$ cat src/rws_pkg.sv
// Package for the roulette wheel selector: sizes, opcodes, status codes
// and the request and result structures. No dependencies.
package rws_pkg;

   localparam int MAX_ENTRIES   = 64;
   localparam int FITNESS_BITS  = 32;
   localparam int FRACTION_BITS = 16;
   localparam int INDEX_BITS    = $clog2(MAX_ENTRIES);
   localparam int COUNT_BITS    = INDEX_BITS + 1;
   localparam int SUM_BITS      = FITNESS_BITS + INDEX_BITS;
   // The scaling multiply is split at this many bits of the total.
   localparam int MUL_A_BITS    = 32;
   localparam int HIGH_BITS     = SUM_BITS - MUL_A_BITS;
   localparam int PROD_BITS     = MUL_A_BITS + FRACTION_BITS;

   localparam logic [1:0] OP_LOAD   = 2'd0;
   localparam logic [1:0] OP_CLEAR  = 2'd1;
   localparam logic [1:0] OP_SELECT = 2'd2;

   localparam logic [1:0] ST_DONE     = 2'd0;
   localparam logic [1:0] ST_SELECTED = 2'd1;
   localparam logic [1:0] ST_EMPTY    = 2'd2;
   localparam logic [1:0] ST_FULL     = 2'd3;

   typedef struct packed {
      logic [1:0]  opcode;
      logic [31:0] fitness_value;
      logic [15:0] random_fraction;
   } req_type;

   typedef struct packed {
      logic [1:0] status;
      logic [5:0] chosen_index;
      logic [6:0] entry_count;
   } rsp_type;

endpackage

$ cat src/rws_ram.sv
// Generic single-write, single-read RAM with a registered read port.
// No dependencies.
module rws_ram #(
   parameter int WIDTH = 8,
   parameter int DEPTH = 16
) (
   input  logic                     clock,
   input  logic                     wr_en,
   input  logic [$clog2(DEPTH)-1:0] wr_addr,
   input  logic [WIDTH-1:0]         wr_data,
   input  logic [$clog2(DEPTH)-1:0] rd_addr,
   output logic [WIDTH-1:0]         rd_data
);

   logic [WIDTH-1:0] mem_ff [DEPTH];
   logic [WIDTH-1:0] rd_data_ff;

   always_ff @(posedge clock) begin
      if (wr_en) begin
         mem_ff[wr_addr] <= wr_data;
      end
      rd_data_ff <= mem_ff[rd_addr];
   end

   assign rd_data = rd_data_ff;

endmodule

$ cat src/rws_scaler.sv
// Scales the total fitness by the random fraction over two passes through
// one shared 32 x FRACTION_BITS multiplier. Depends on rws_pkg.
module rws_scaler import rws_pkg::*; (
   input  logic                     clock,
   input  logic                     reset,
   input  logic                     start,
   input  logic [SUM_BITS-1:0]      total,
   input  logic [FRACTION_BITS-1:0] fraction,
   output logic                     done,
   output logic [SUM_BITS-1:0]      target
);

   logic [1:0]                   step_ff, step_in;
   logic                         done_ff, done_in;
   logic [SUM_BITS-1:0]          total_ff;
   logic [FRACTION_BITS-1:0]     frac_ff;
   logic [MUL_A_BITS-1:0]        lo_part_ff;
   logic [SUM_BITS-1:0]          target_ff;
   logic [MUL_A_BITS-1:0]        mul_a;
   logic [PROD_BITS-1:0]         product;

   // First pass multiplies the low word of the total, second pass the high bits.
   assign mul_a   = (step_ff == 2'd2) ? MUL_A_BITS'(total_ff[SUM_BITS-1:MUL_A_BITS])
                                      : total_ff[MUL_A_BITS-1:0];
   assign product = PROD_BITS'(mul_a) * PROD_BITS'(frac_ff);

   always_comb begin
      step_in = step_ff;
      done_in = 1'b0;
      case (step_ff)
         2'd0: if (start) step_in = 2'd1;
         2'd1: step_in = 2'd2;
         2'd2: begin
            step_in = 2'd0;
            done_in = 1'b1;
         end
         default: step_in = 2'd0;
      endcase
   end

   always_ff @(posedge clock) begin
      if (reset) begin
         step_ff <= 2'd0;
         done_ff <= 1'b0;
      end else begin
         step_ff <= step_in;
         done_ff <= done_in;
      end
   end

   always_ff @(posedge clock) begin
      if (step_ff == 2'd0 && start) begin
         total_ff <= total;
         frac_ff  <= fraction;
      end
      if (step_ff == 2'd1) begin
         lo_part_ff <= product[PROD_BITS-1:FRACTION_BITS];
      end
      if (step_ff == 2'd2) begin
         target_ff <= {product[HIGH_BITS+FRACTION_BITS-1:0], FRACTION_BITS'(0)}
                      + SUM_BITS'(lo_part_ff);
      end
   end

   assign done   = done_ff;
   assign target = target_ff;

endmodule

$ cat src/roulette_wheel_selector.sv
// Load and clear requests: result strobed in the cycle after acceptance; a new
// request may be taken in that same cycle. Select: the scaling multiply, then
// binary-search probes, each a RAM read state followed by a compare state;
// busy meanwhile. Synchronous reset empties the table (count and total to
// zero); the RAM is not cleared. Results cannot be stalled by the receiver.
module roulette_wheel_selector import rws_pkg::*; (
   input  logic    clock,
   input  logic    reset,
   input  logic    start,
   output logic    busy,
   input  req_type req_item,
   output logic    rsp_strobe,
   output rsp_type rsp_item
);

   localparam logic [1:0] S_IDLE    = 2'd0;
   localparam logic [1:0] S_SCALE   = 2'd1;
   localparam logic [1:0] S_READ    = 2'd2;
   localparam logic [1:0] S_COMPARE = 2'd3;

   logic [1:0]            state_ff, state_in;
   logic [COUNT_BITS-1:0] count_ff, count_in;
   logic [SUM_BITS-1:0]   total_ff, total_in;
   logic [INDEX_BITS-1:0] lo_ff, lo_in;
   logic [INDEX_BITS-1:0] hi_ff, hi_in;
   logic                  strobe_ff, strobe_in;
   rsp_type               rsp_ff, rsp_in;

   logic                  accept;
   logic [SUM_BITS-1:0]   load_sum;
   logic                  wr_en;
   logic [INDEX_BITS-1:0] mid;
   logic [SUM_BITS-1:0]   rd_data;
   logic                  scale_start;
   logic                  scale_done;
   logic [SUM_BITS-1:0]   target;

   assign accept   = start && (state_ff == S_IDLE);
   assign load_sum = total_ff + SUM_BITS'(req_item.fitness_value[FITNESS_BITS-1:0]);
   assign wr_en    = accept && (req_item.opcode == OP_LOAD)
                     && (count_ff < COUNT_BITS'(MAX_ENTRIES));
   assign mid      = INDEX_BITS'(({1'b0, lo_ff} + {1'b0, hi_ff}) >> 1);
   assign scale_start = accept && (req_item.opcode == OP_SELECT)
                        && (count_ff != '0) && (total_ff != '0);

   rws_ram #(
      .WIDTH(SUM_BITS),
      .DEPTH(MAX_ENTRIES)
   ) u_sums (
      .clock  (clock),
      .wr_en  (wr_en),
      .wr_addr(count_ff[INDEX_BITS-1:0]),
      .wr_data(load_sum),
      .rd_addr(mid),
      .rd_data(rd_data)
   );

   rws_scaler u_scaler (
      .clock   (clock),
      .reset   (reset),
      .start   (scale_start),
      .total   (total_ff),
      .fraction(req_item.random_fraction[FRACTION_BITS-1:0]),
      .done    (scale_done),
      .target  (target)
   );

   always_comb begin
      state_in  = state_ff;
      count_in  = count_ff;
      total_in  = total_ff;
      lo_in     = lo_ff;
      hi_in     = hi_ff;
      strobe_in = 1'b0;
      rsp_in    = rsp_ff;
      case (state_ff)
         S_IDLE: begin
            if (accept) begin
               rsp_in.status       = ST_DONE;
               rsp_in.chosen_index = '0;
               strobe_in           = 1'b1;
               case (req_item.opcode)
                  OP_LOAD: begin
                     if (wr_en) begin
                        total_in = load_sum;
                        count_in = count_ff + 1'b1;
                     end else begin
                        rsp_in.status = ST_FULL;
                     end
                  end
                  OP_CLEAR: begin
                     count_in = '0;
                     total_in = '0;
                  end
                  OP_SELECT: begin
                     if (scale_start) begin
                        strobe_in = 1'b0;
                        lo_in     = '0;
                        hi_in     = INDEX_BITS'(count_ff - 1'b1);
                        state_in  = S_SCALE;
                     end else begin
                        rsp_in.status = ST_EMPTY;
                     end
                  end
                  default: ;
               endcase
               rsp_in.entry_count = count_in;
            end
         end
         S_SCALE: begin
            if (scale_done) begin
               if (lo_ff < hi_ff) begin
                  state_in = S_READ;
               end else begin
                  state_in            = S_IDLE;
                  strobe_in           = 1'b1;
                  rsp_in.status       = ST_SELECTED;
                  rsp_in.chosen_index = lo_ff;
               end
            end
         end
         S_READ: state_in = S_COMPARE;
         S_COMPARE: begin
            if (rd_data > target) begin
               hi_in = mid;
            end else begin
               lo_in = mid + 1'b1;
            end
            if (lo_in < hi_in) begin
               state_in = S_READ;
            end else begin
               state_in            = S_IDLE;
               strobe_in           = 1'b1;
               rsp_in.status       = ST_SELECTED;
               rsp_in.chosen_index = lo_in;
            end
         end
         default: state_in = S_IDLE;
      endcase
   end

   always_ff @(posedge clock) begin
      if (reset) begin
         state_ff  <= S_IDLE;
         count_ff  <= '0;
         total_ff  <= '0;
         strobe_ff <= 1'b0;
      end else begin
         state_ff  <= state_in;
         count_ff  <= count_in;
         total_ff  <= total_in;
         strobe_ff <= strobe_in;
      end
   end

   always_ff @(posedge clock) begin
      lo_ff  <= lo_in;
      hi_ff  <= hi_in;
      rsp_ff <= rsp_in;
   end

   assign busy       = (state_ff != S_IDLE);
   assign rsp_strobe = strobe_ff;
   assign rsp_item   = rsp_ff;

endmodule

$ cat config.mk
export PLATFORM = sky130hd
export DESIGN_NAME = roulette_wheel_selector
export DESIGN_NICKNAME = d
export VERILOG_FILES = /design/src/rws_pkg.sv /design/src/rws_ram.sv /design/src/rws_scaler.sv /design/src/roulette_wheel_selector.sv
export SDC_FILE = /design/constraint.sdc
export NUM_CORES = 2
export LEC_CHECK = 0
export BUFFER_PORTS_ARGS = -buffer_cell sky130_fd_sc_hd__buf_2
export CAP_MARGIN = 20
export CORE_MARGIN = 2
export CORE_UTILIZATION = 40
export CTS_CLUSTER_DIAMETER = 100
export DETAILED_ROUTE_END_ITERATION = 8
export REMOVE_ABC_BUFFERS = 1
export SLEW_MARGIN = 20
export SYNTH_ARGS = -nofsm -noshare
export SYNTH_HDL_FRONTEND = slang
export SYNTH_SLANG_ARGS = --single-unit
$ cat constraint.sdc
create_clock -name clock -period 8.3 [get_ports clock]
set_clock_uncertainty 0.15 [all_clocks]
set_input_delay 0.83 -clock clock [delete_from_list [all_inputs] [get_ports clock]]
set_output_delay 0.83 -clock clock [all_outputs]
set_load 0.005 [all_outputs]
After elaboration in Yosys (flattened, before gate mapping). Memory sizes are Yosys's and may differ from the RTL's. A register that Yosys moved wholly into a read port is not among the register bits. Index checks and enable logic that the tools add are counted.

Add/sub/neg operators: 6. $mul: 1. Div/mod/pow operators: 0. $lt $le $gt $ge: 4. Equal/unequal tests: 15. Shifts and indexed selects: 0. Multiplexer cells: 43. Bitwise gates (word level): 0. Reductions and logical operators: 21.

Operator list (number): 38-bit by 32-bit adder with 38-bit output (2); 38-bit case mux with 2 select lines (1); 6-bit 2-to-1 mux (10); 32-bit by 16-bit multiplier with 48-bit output (1); 38-bit > comparator (1); 38-bit 2-to-1 mux (1); 38-bit nonzero test (1); 32-bit 2-to-1 mux (1); 8-bit 2-to-1 mux (3); 6-bit case mux with 2 select lines (2); 8-bit case mux with 3 select lines (1); 2-bit 2-to-1 mux (8); 15-bit 2-to-1 mux (1); 7-bit case mux with 2 select lines (1); 6-bit < comparator (2); 4-bit AND reduction (3); 2-bit by 1-bit inequality test with 1-bit output, second input constant (5); 1-bit 2-to-1 mux (9); 2-bit == test, second input constant (4); 2-bit case mux with 2 select lines (2); 2-bit case mux with 4 select lines (1); 6-bit by 6-bit adder with 7-bit output (1); 7-bit by 1-bit adder with 7-bit output, second input constant (1); 1-bit logical AND (7); 13 further kinds (21).

Bits in registers: 202. Latch bits: 0. Bits in writable memories: 2432. Bits in read-only memories: 0. Memories: 1.

Memory list: u_sums.mem_ff (words 64, width 38, read ports 1, clocked after memory_dff 1, wr ports 1, RTL line rws_ram.sv:15) `logic [WIDTH-1:0] mem_ff [DEPTH];`.

Longest topological paths before layout.
Depth in word-level cells: 9. Mapped depth: 33. Gate-level depth less buffers: 30.

Modules after synthesis. Synthesis repeated with hierarchy kept, for this count alone.

Cells, all modules: 6995. Area total of the unflattened synthesis: 120902.2 um^2.

Modules (own cells, without submodules): rws_ram (times used 1, cells an instance 3989, area each 92939.1 um^2); rws_scaler (times used 1, cells an instance 2188, area each 21170.3 um^2); roulette_wheel_selector (times used 1, cells an instance 818, area each 6792.8 um^2).

Worst setup path before layout. OpenSTA, ideal clock, no wires.

Path type: register to register. From: register u_scaler.step_ff[0]. To: register u_scaler.lo_part_ff[31] (data pin). Library setup time: 260 ps. Arrival time: 7023 ps. Required time: 7890 ps. Slack: 867 ps. Stages on the path, launching flop included: 31. Clock period less this slack: 7433 ps. Path through: dfxtp_1 -> nand2b_1 -> clkbuf_1 -> clkbuf_1 -> clkbuf_1 -> and2_1 -> clkbuf_1 -> nand2_1 -> fa_1 -> inv_1 -> fa_1 -> inv_1 -> fa_1 -> fa_1 -> inv_1 -> fa_1 -> inv_1 -> fa_1 -> inv_1 -> ha_1 -> clkbuf_1 -> nand2_1 -> o21ai_0 -> a41o_1 -> o31a_1 -> o41ai_2 -> o31ai_1 -> and3_1 -> o221ai_1 -> a21o_1 -> xnor2_1.

Cells in the longest elaborated chain, start to end: 3.

Ends and longest elaborated chain: from (decl) (RTL line rws_scaler.sv:13) `logic [1:0] step_ff, step_in;`; from (signal assigned) (RTL line rws_scaler.sv:46) `step_ff <= step_in;`; 2-bit == test (RTL line rws_scaler.sv:23) `assign mul_a = (step_ff == 2'd2) ? MUL_A_BITS'(total_ff[SUM_BITS-1:MUL_A_BITS])`; 32-bit 2-to-1 mux (RTL line rws_scaler.sv:23); 32-bit by 16-bit multiplier with 48-bit output (RTL line rws_scaler.sv:25) `assign product = PROD_BITS'(mul_a) * PROD_BITS'(frac_ff);`; net u_scaler.product[47] (RTL line rws_scaler.sv:20) `logic [PROD_BITS-1:0] product;`; to (signal assigned) (RTL line rws_scaler.sv:57) `lo_part_ff <= product[PROD_BITS-1:FRACTION_BITS];`; to (decl) (RTL line rws_scaler.sv:17) `logic [MUL_A_BITS-1:0] lo_part_ff;`.

The timed path passes the listed nets, and every way through them passes these cells. A chain may end at the register's enable or synchronous reset.

Final worst setup path. Same ends and word-level chain as after synthesis.

==> reports/qor.yml <==
clock_tree:
  insertion_delay_ns: 0.91
  cts_buffers: 289
  postCtsSetupBuffers: 0
  clk_path_buf_depth: 4
  ctsHtreeMaxLevel: 5
  clk_pin_slew_ns: 0.06
  tritoncts: "done"
  root_buffer: "clkbuf_16"
  clkSinkCount: 2672
placement:
  dp_hpwl_um: 209000
  dpl.cell_count: 11400
  port_buffers: 69
  place_congestion: 0.880
power:
  sw_frac_of_total_pct: 31.7
  p_per_area_nw_per_um2: 284
  p_int_mw: 26.8
  leakage_nw: 48.6
  power_frac_seq_pct: 39.7
  power_frac_clock_pct: 32.4
  power_frac_comb_pct: 27.9
  p_sw_mw: 12.4
  peakVddDrop_mv: 0.254
synthesis:
  synth.avg_cell_area_um2: 16.1
  ys_ff_latch: 2672
  synth_edf_count: 2583
  synth.yosys.seq_area_share_pct: 65.3
  ys.flop_type: "edfxtp_1"
  ys_types: 79
  postSynthCellCount: 7536
  synth_area_um2: 122000
  yosys_warnings: 0
  ys_async_sr_fraction_pct: 0
floorplan:
  core_area_um2: 303000
  fp.dieH_um: 555
  die_area_um2: 308000
  ioPinCount: 70
  die_x_um: 555
  initial_core_util_pct: 40.2
  std_cell_rows: 202
detailed_routing:
  totalWireLength_um: 343000
  antenna_left: 0
  route.detailed.drc: 0
  drt_iter0_drc: 7416
  dr.pass1.iters: 6
  routedWlPerCell_um: 28.6
  vias_per_cell: 5.74
  num_vias: 68900
flow_run:
  drv_cap: 0
worst_setup_path:
  cp_slowest_stage_delay_ns: 0.61
  crit_type: "register to register"
  required_ns: 8.74
  path_cells: "nand2b_4, buf_12, and2_1, nand2_1, fa_1, inv_1, fa_1, fa_1, fa_1, fa_1, inv_1, fa_1, inv_1, ha_1, and3_1, nand2_1, o31ai_2, o41ai_2, o31ai_1, and3_1, o221ai_1, a21o_1, xnor2_1"
  cp_common_cell: "fa_1"
  worstPathMaxFanout: 44
  end_kind: "register"
  cp_data_arrival_time_ns: 8.42
  start_kind: "register"
  slowest_stage: "fa_1"
global_route:
  grt_max_degree: 119
  grt_use_total_pct: 22.0
  gr-total-overflow: 0
  grt_pass1_wl_um: 493000
  grt_antenna_before_repair: 34
  grt_pass1_vias: 69800
min_path:
  hp-class: "register to register"
sta:
  hold_viol: 0
  drv_slew: 0
  max_freq_mhz: 125
  fin_tns_setup_ns: 0
  period_share_pct: 96.1
  finalSetupViolCount: 0
  relSlewSlack_pct: 15.6
  whs_ns: 0.277
  min_period_ns: 7.97
  grt_setup_unrepaired: "false"
  tightest_slew_ns: 1.27
outcome:
  status: "finished, final reports clean"
layout:
  layout-area-overhead-vs-synth_pct: 13.7
  layoutNonFillerInstCount: 12000
  layout_common_cells: "edfxtp_1, nand2_1, inv_1"
  nets: 8481
  drive_gt1_share_pct: 18.4
  final_common_cell: "edfxtp_1"
## Yosys cell counts (38+ instances only)
cell,number,area [um2]
a31oi_1,52,325
clkbuf_1,255,957
a21oi_1,191,956
and4_1,43,377
a211oi_1,79,593
o22ai_1,39,244
a311oi_1,73,639
a21o_1,59,443
mux2i_1,209,2090
a2111oi_0,42,368
a32oi_1,44,385
buf_2,111,556
ha_1,229,2870
inv_1,531,1990
fa_1,421,8430
o21ai_0,64,320
and2_1,98,613
nand2_1,818,3070
nand3_1,80,400
mux2_2,114,1280
nor2_1,318,1190
xnor2_1,71,622
xor2_1,38,333
and3_1,139,870
dfxtp_1,89,1780
edfxtp_1,2583,77600
mux4_2,452,10200
## final timing paths
kind / from / to / slack [ns] / cells after the start
worst max-delay path: u_scaler.step_ff[0] / u_scaler.lo_part_ff[31] / 0.33 / 23
worst min-delay path: u_scaler.lo_part_ff[5] / u_scaler.target[5] / 0.28 / 0
worst max register to register: u_scaler.step_ff[0] / u_scaler.lo_part_ff[31] / 0.33 / 23
worst min register to register: u_scaler.lo_part_ff[5] / u_scaler.target[5] / 0.28 / 0
## power groups by stage
| stage | Sequential, mW | Clock [mW] | Combinational (mW) |
|---|---|---|---|
| after floorplan | 15.8 | 0 | 8.48 |
| after global placement | 15.9 | 0 | 10.8 |
| after detailed placement | 15.9 | 0 | 10.9 |
| after CTS | 15.6 | 12.9 | 11.0 |
| after global routing | 15.6 | 13.4 | 11.7 |
| final | 15.6 | 12.7 | 11.0 |
## cells by family after synthesis
group	Yosys count	share of synthesized area (%)
AO/OA/AOI/OAI	777	4.44
XOR/XNOR	110	0.799
adder cells (fa/ha/maj)	650	9.29
buffers and inverters	936	3.04
flip-flops	2672	65.3
multiplexers	775	11.2
AND/OR/NAND/NOR	1616	5.99
## sequential cells by signal, indices dropped and copies added (netlist names), 7 cells and up
name / cells
total_ff: 38
u_scaler.frac_ff: 16
u_scaler.target: 38
rsp_item: 15
u_scaler.lo_part_ff: 32
u_scaler.total_ff: 38
count_ff: 7
u_sums.mem_ff: 2432
u_sums.rd_data: 38
## what timing repair did
| action | 4_1_cts | 5_1_grt |
|---|---|---|
| setup endpoints to repair | 0 | 5 |
| hold buffers | 16 | 0 |
| resized for setup | 0 | 3 |
| hold endpoints to repair | 16 | 0 |
## area by class of cell
| class | instances | area (um2) |
|---|---|---|
| Fill cell | 25800 | 164000 |
| Sequential cell | 2672 | 79300 |
| Multi-Input combinational cell | 3930 | 39700 |
| Clock buffer | 355 | 7600 |
| Tap cell | 3978 | 4980 |
| Timing Repair Buffer | 353 | 2770 |
| Inverter | 532 | 2000 |
| Clock inverter | 165 | 1710 |
| Antenna cell | 20 | 50.0 |
## worst max-delay path: cells and delay by family (launching register included)
kind / cells / cell delay (ns)
AOI/OAI and AO/OA: 5 / 1.40
buffers and inverters: 4 / 0.38
DFF: 1 / 0.54
and+or+nand+nor: 6 / 1.65
adders and majority gates: 7 / 3.46
xor gates and xnor gates: 1 / 0.13
## metrics by stage
stage	utilization, %	power (mW)	area (um2)	setup slack [ns]
floorplan	-	24.3	120000	-20.34
global placement	42.5	26.7	129000	0.380
detailed placement	42.5	26.8	129000	0.234
CTS	45.6	39.4	138000	0.189
global route	45.7	40.6	138000	0.00731
finish	45.7	39.2	138000	0.327
## metal layers
layer | track usage [%] | routed length [um] | vias to the layer above
met5 | 0 | 75 | -
met1 | 30.3 | 141000 | 36500
met4 | 7.67 | 12600 | 10
met3 | 3.29 | 26200 | 569
met2 | 35.6 | 164000 | 2865
li1 | - | - | 28900
No activity file was read; power rests on OpenSTA's default activity.
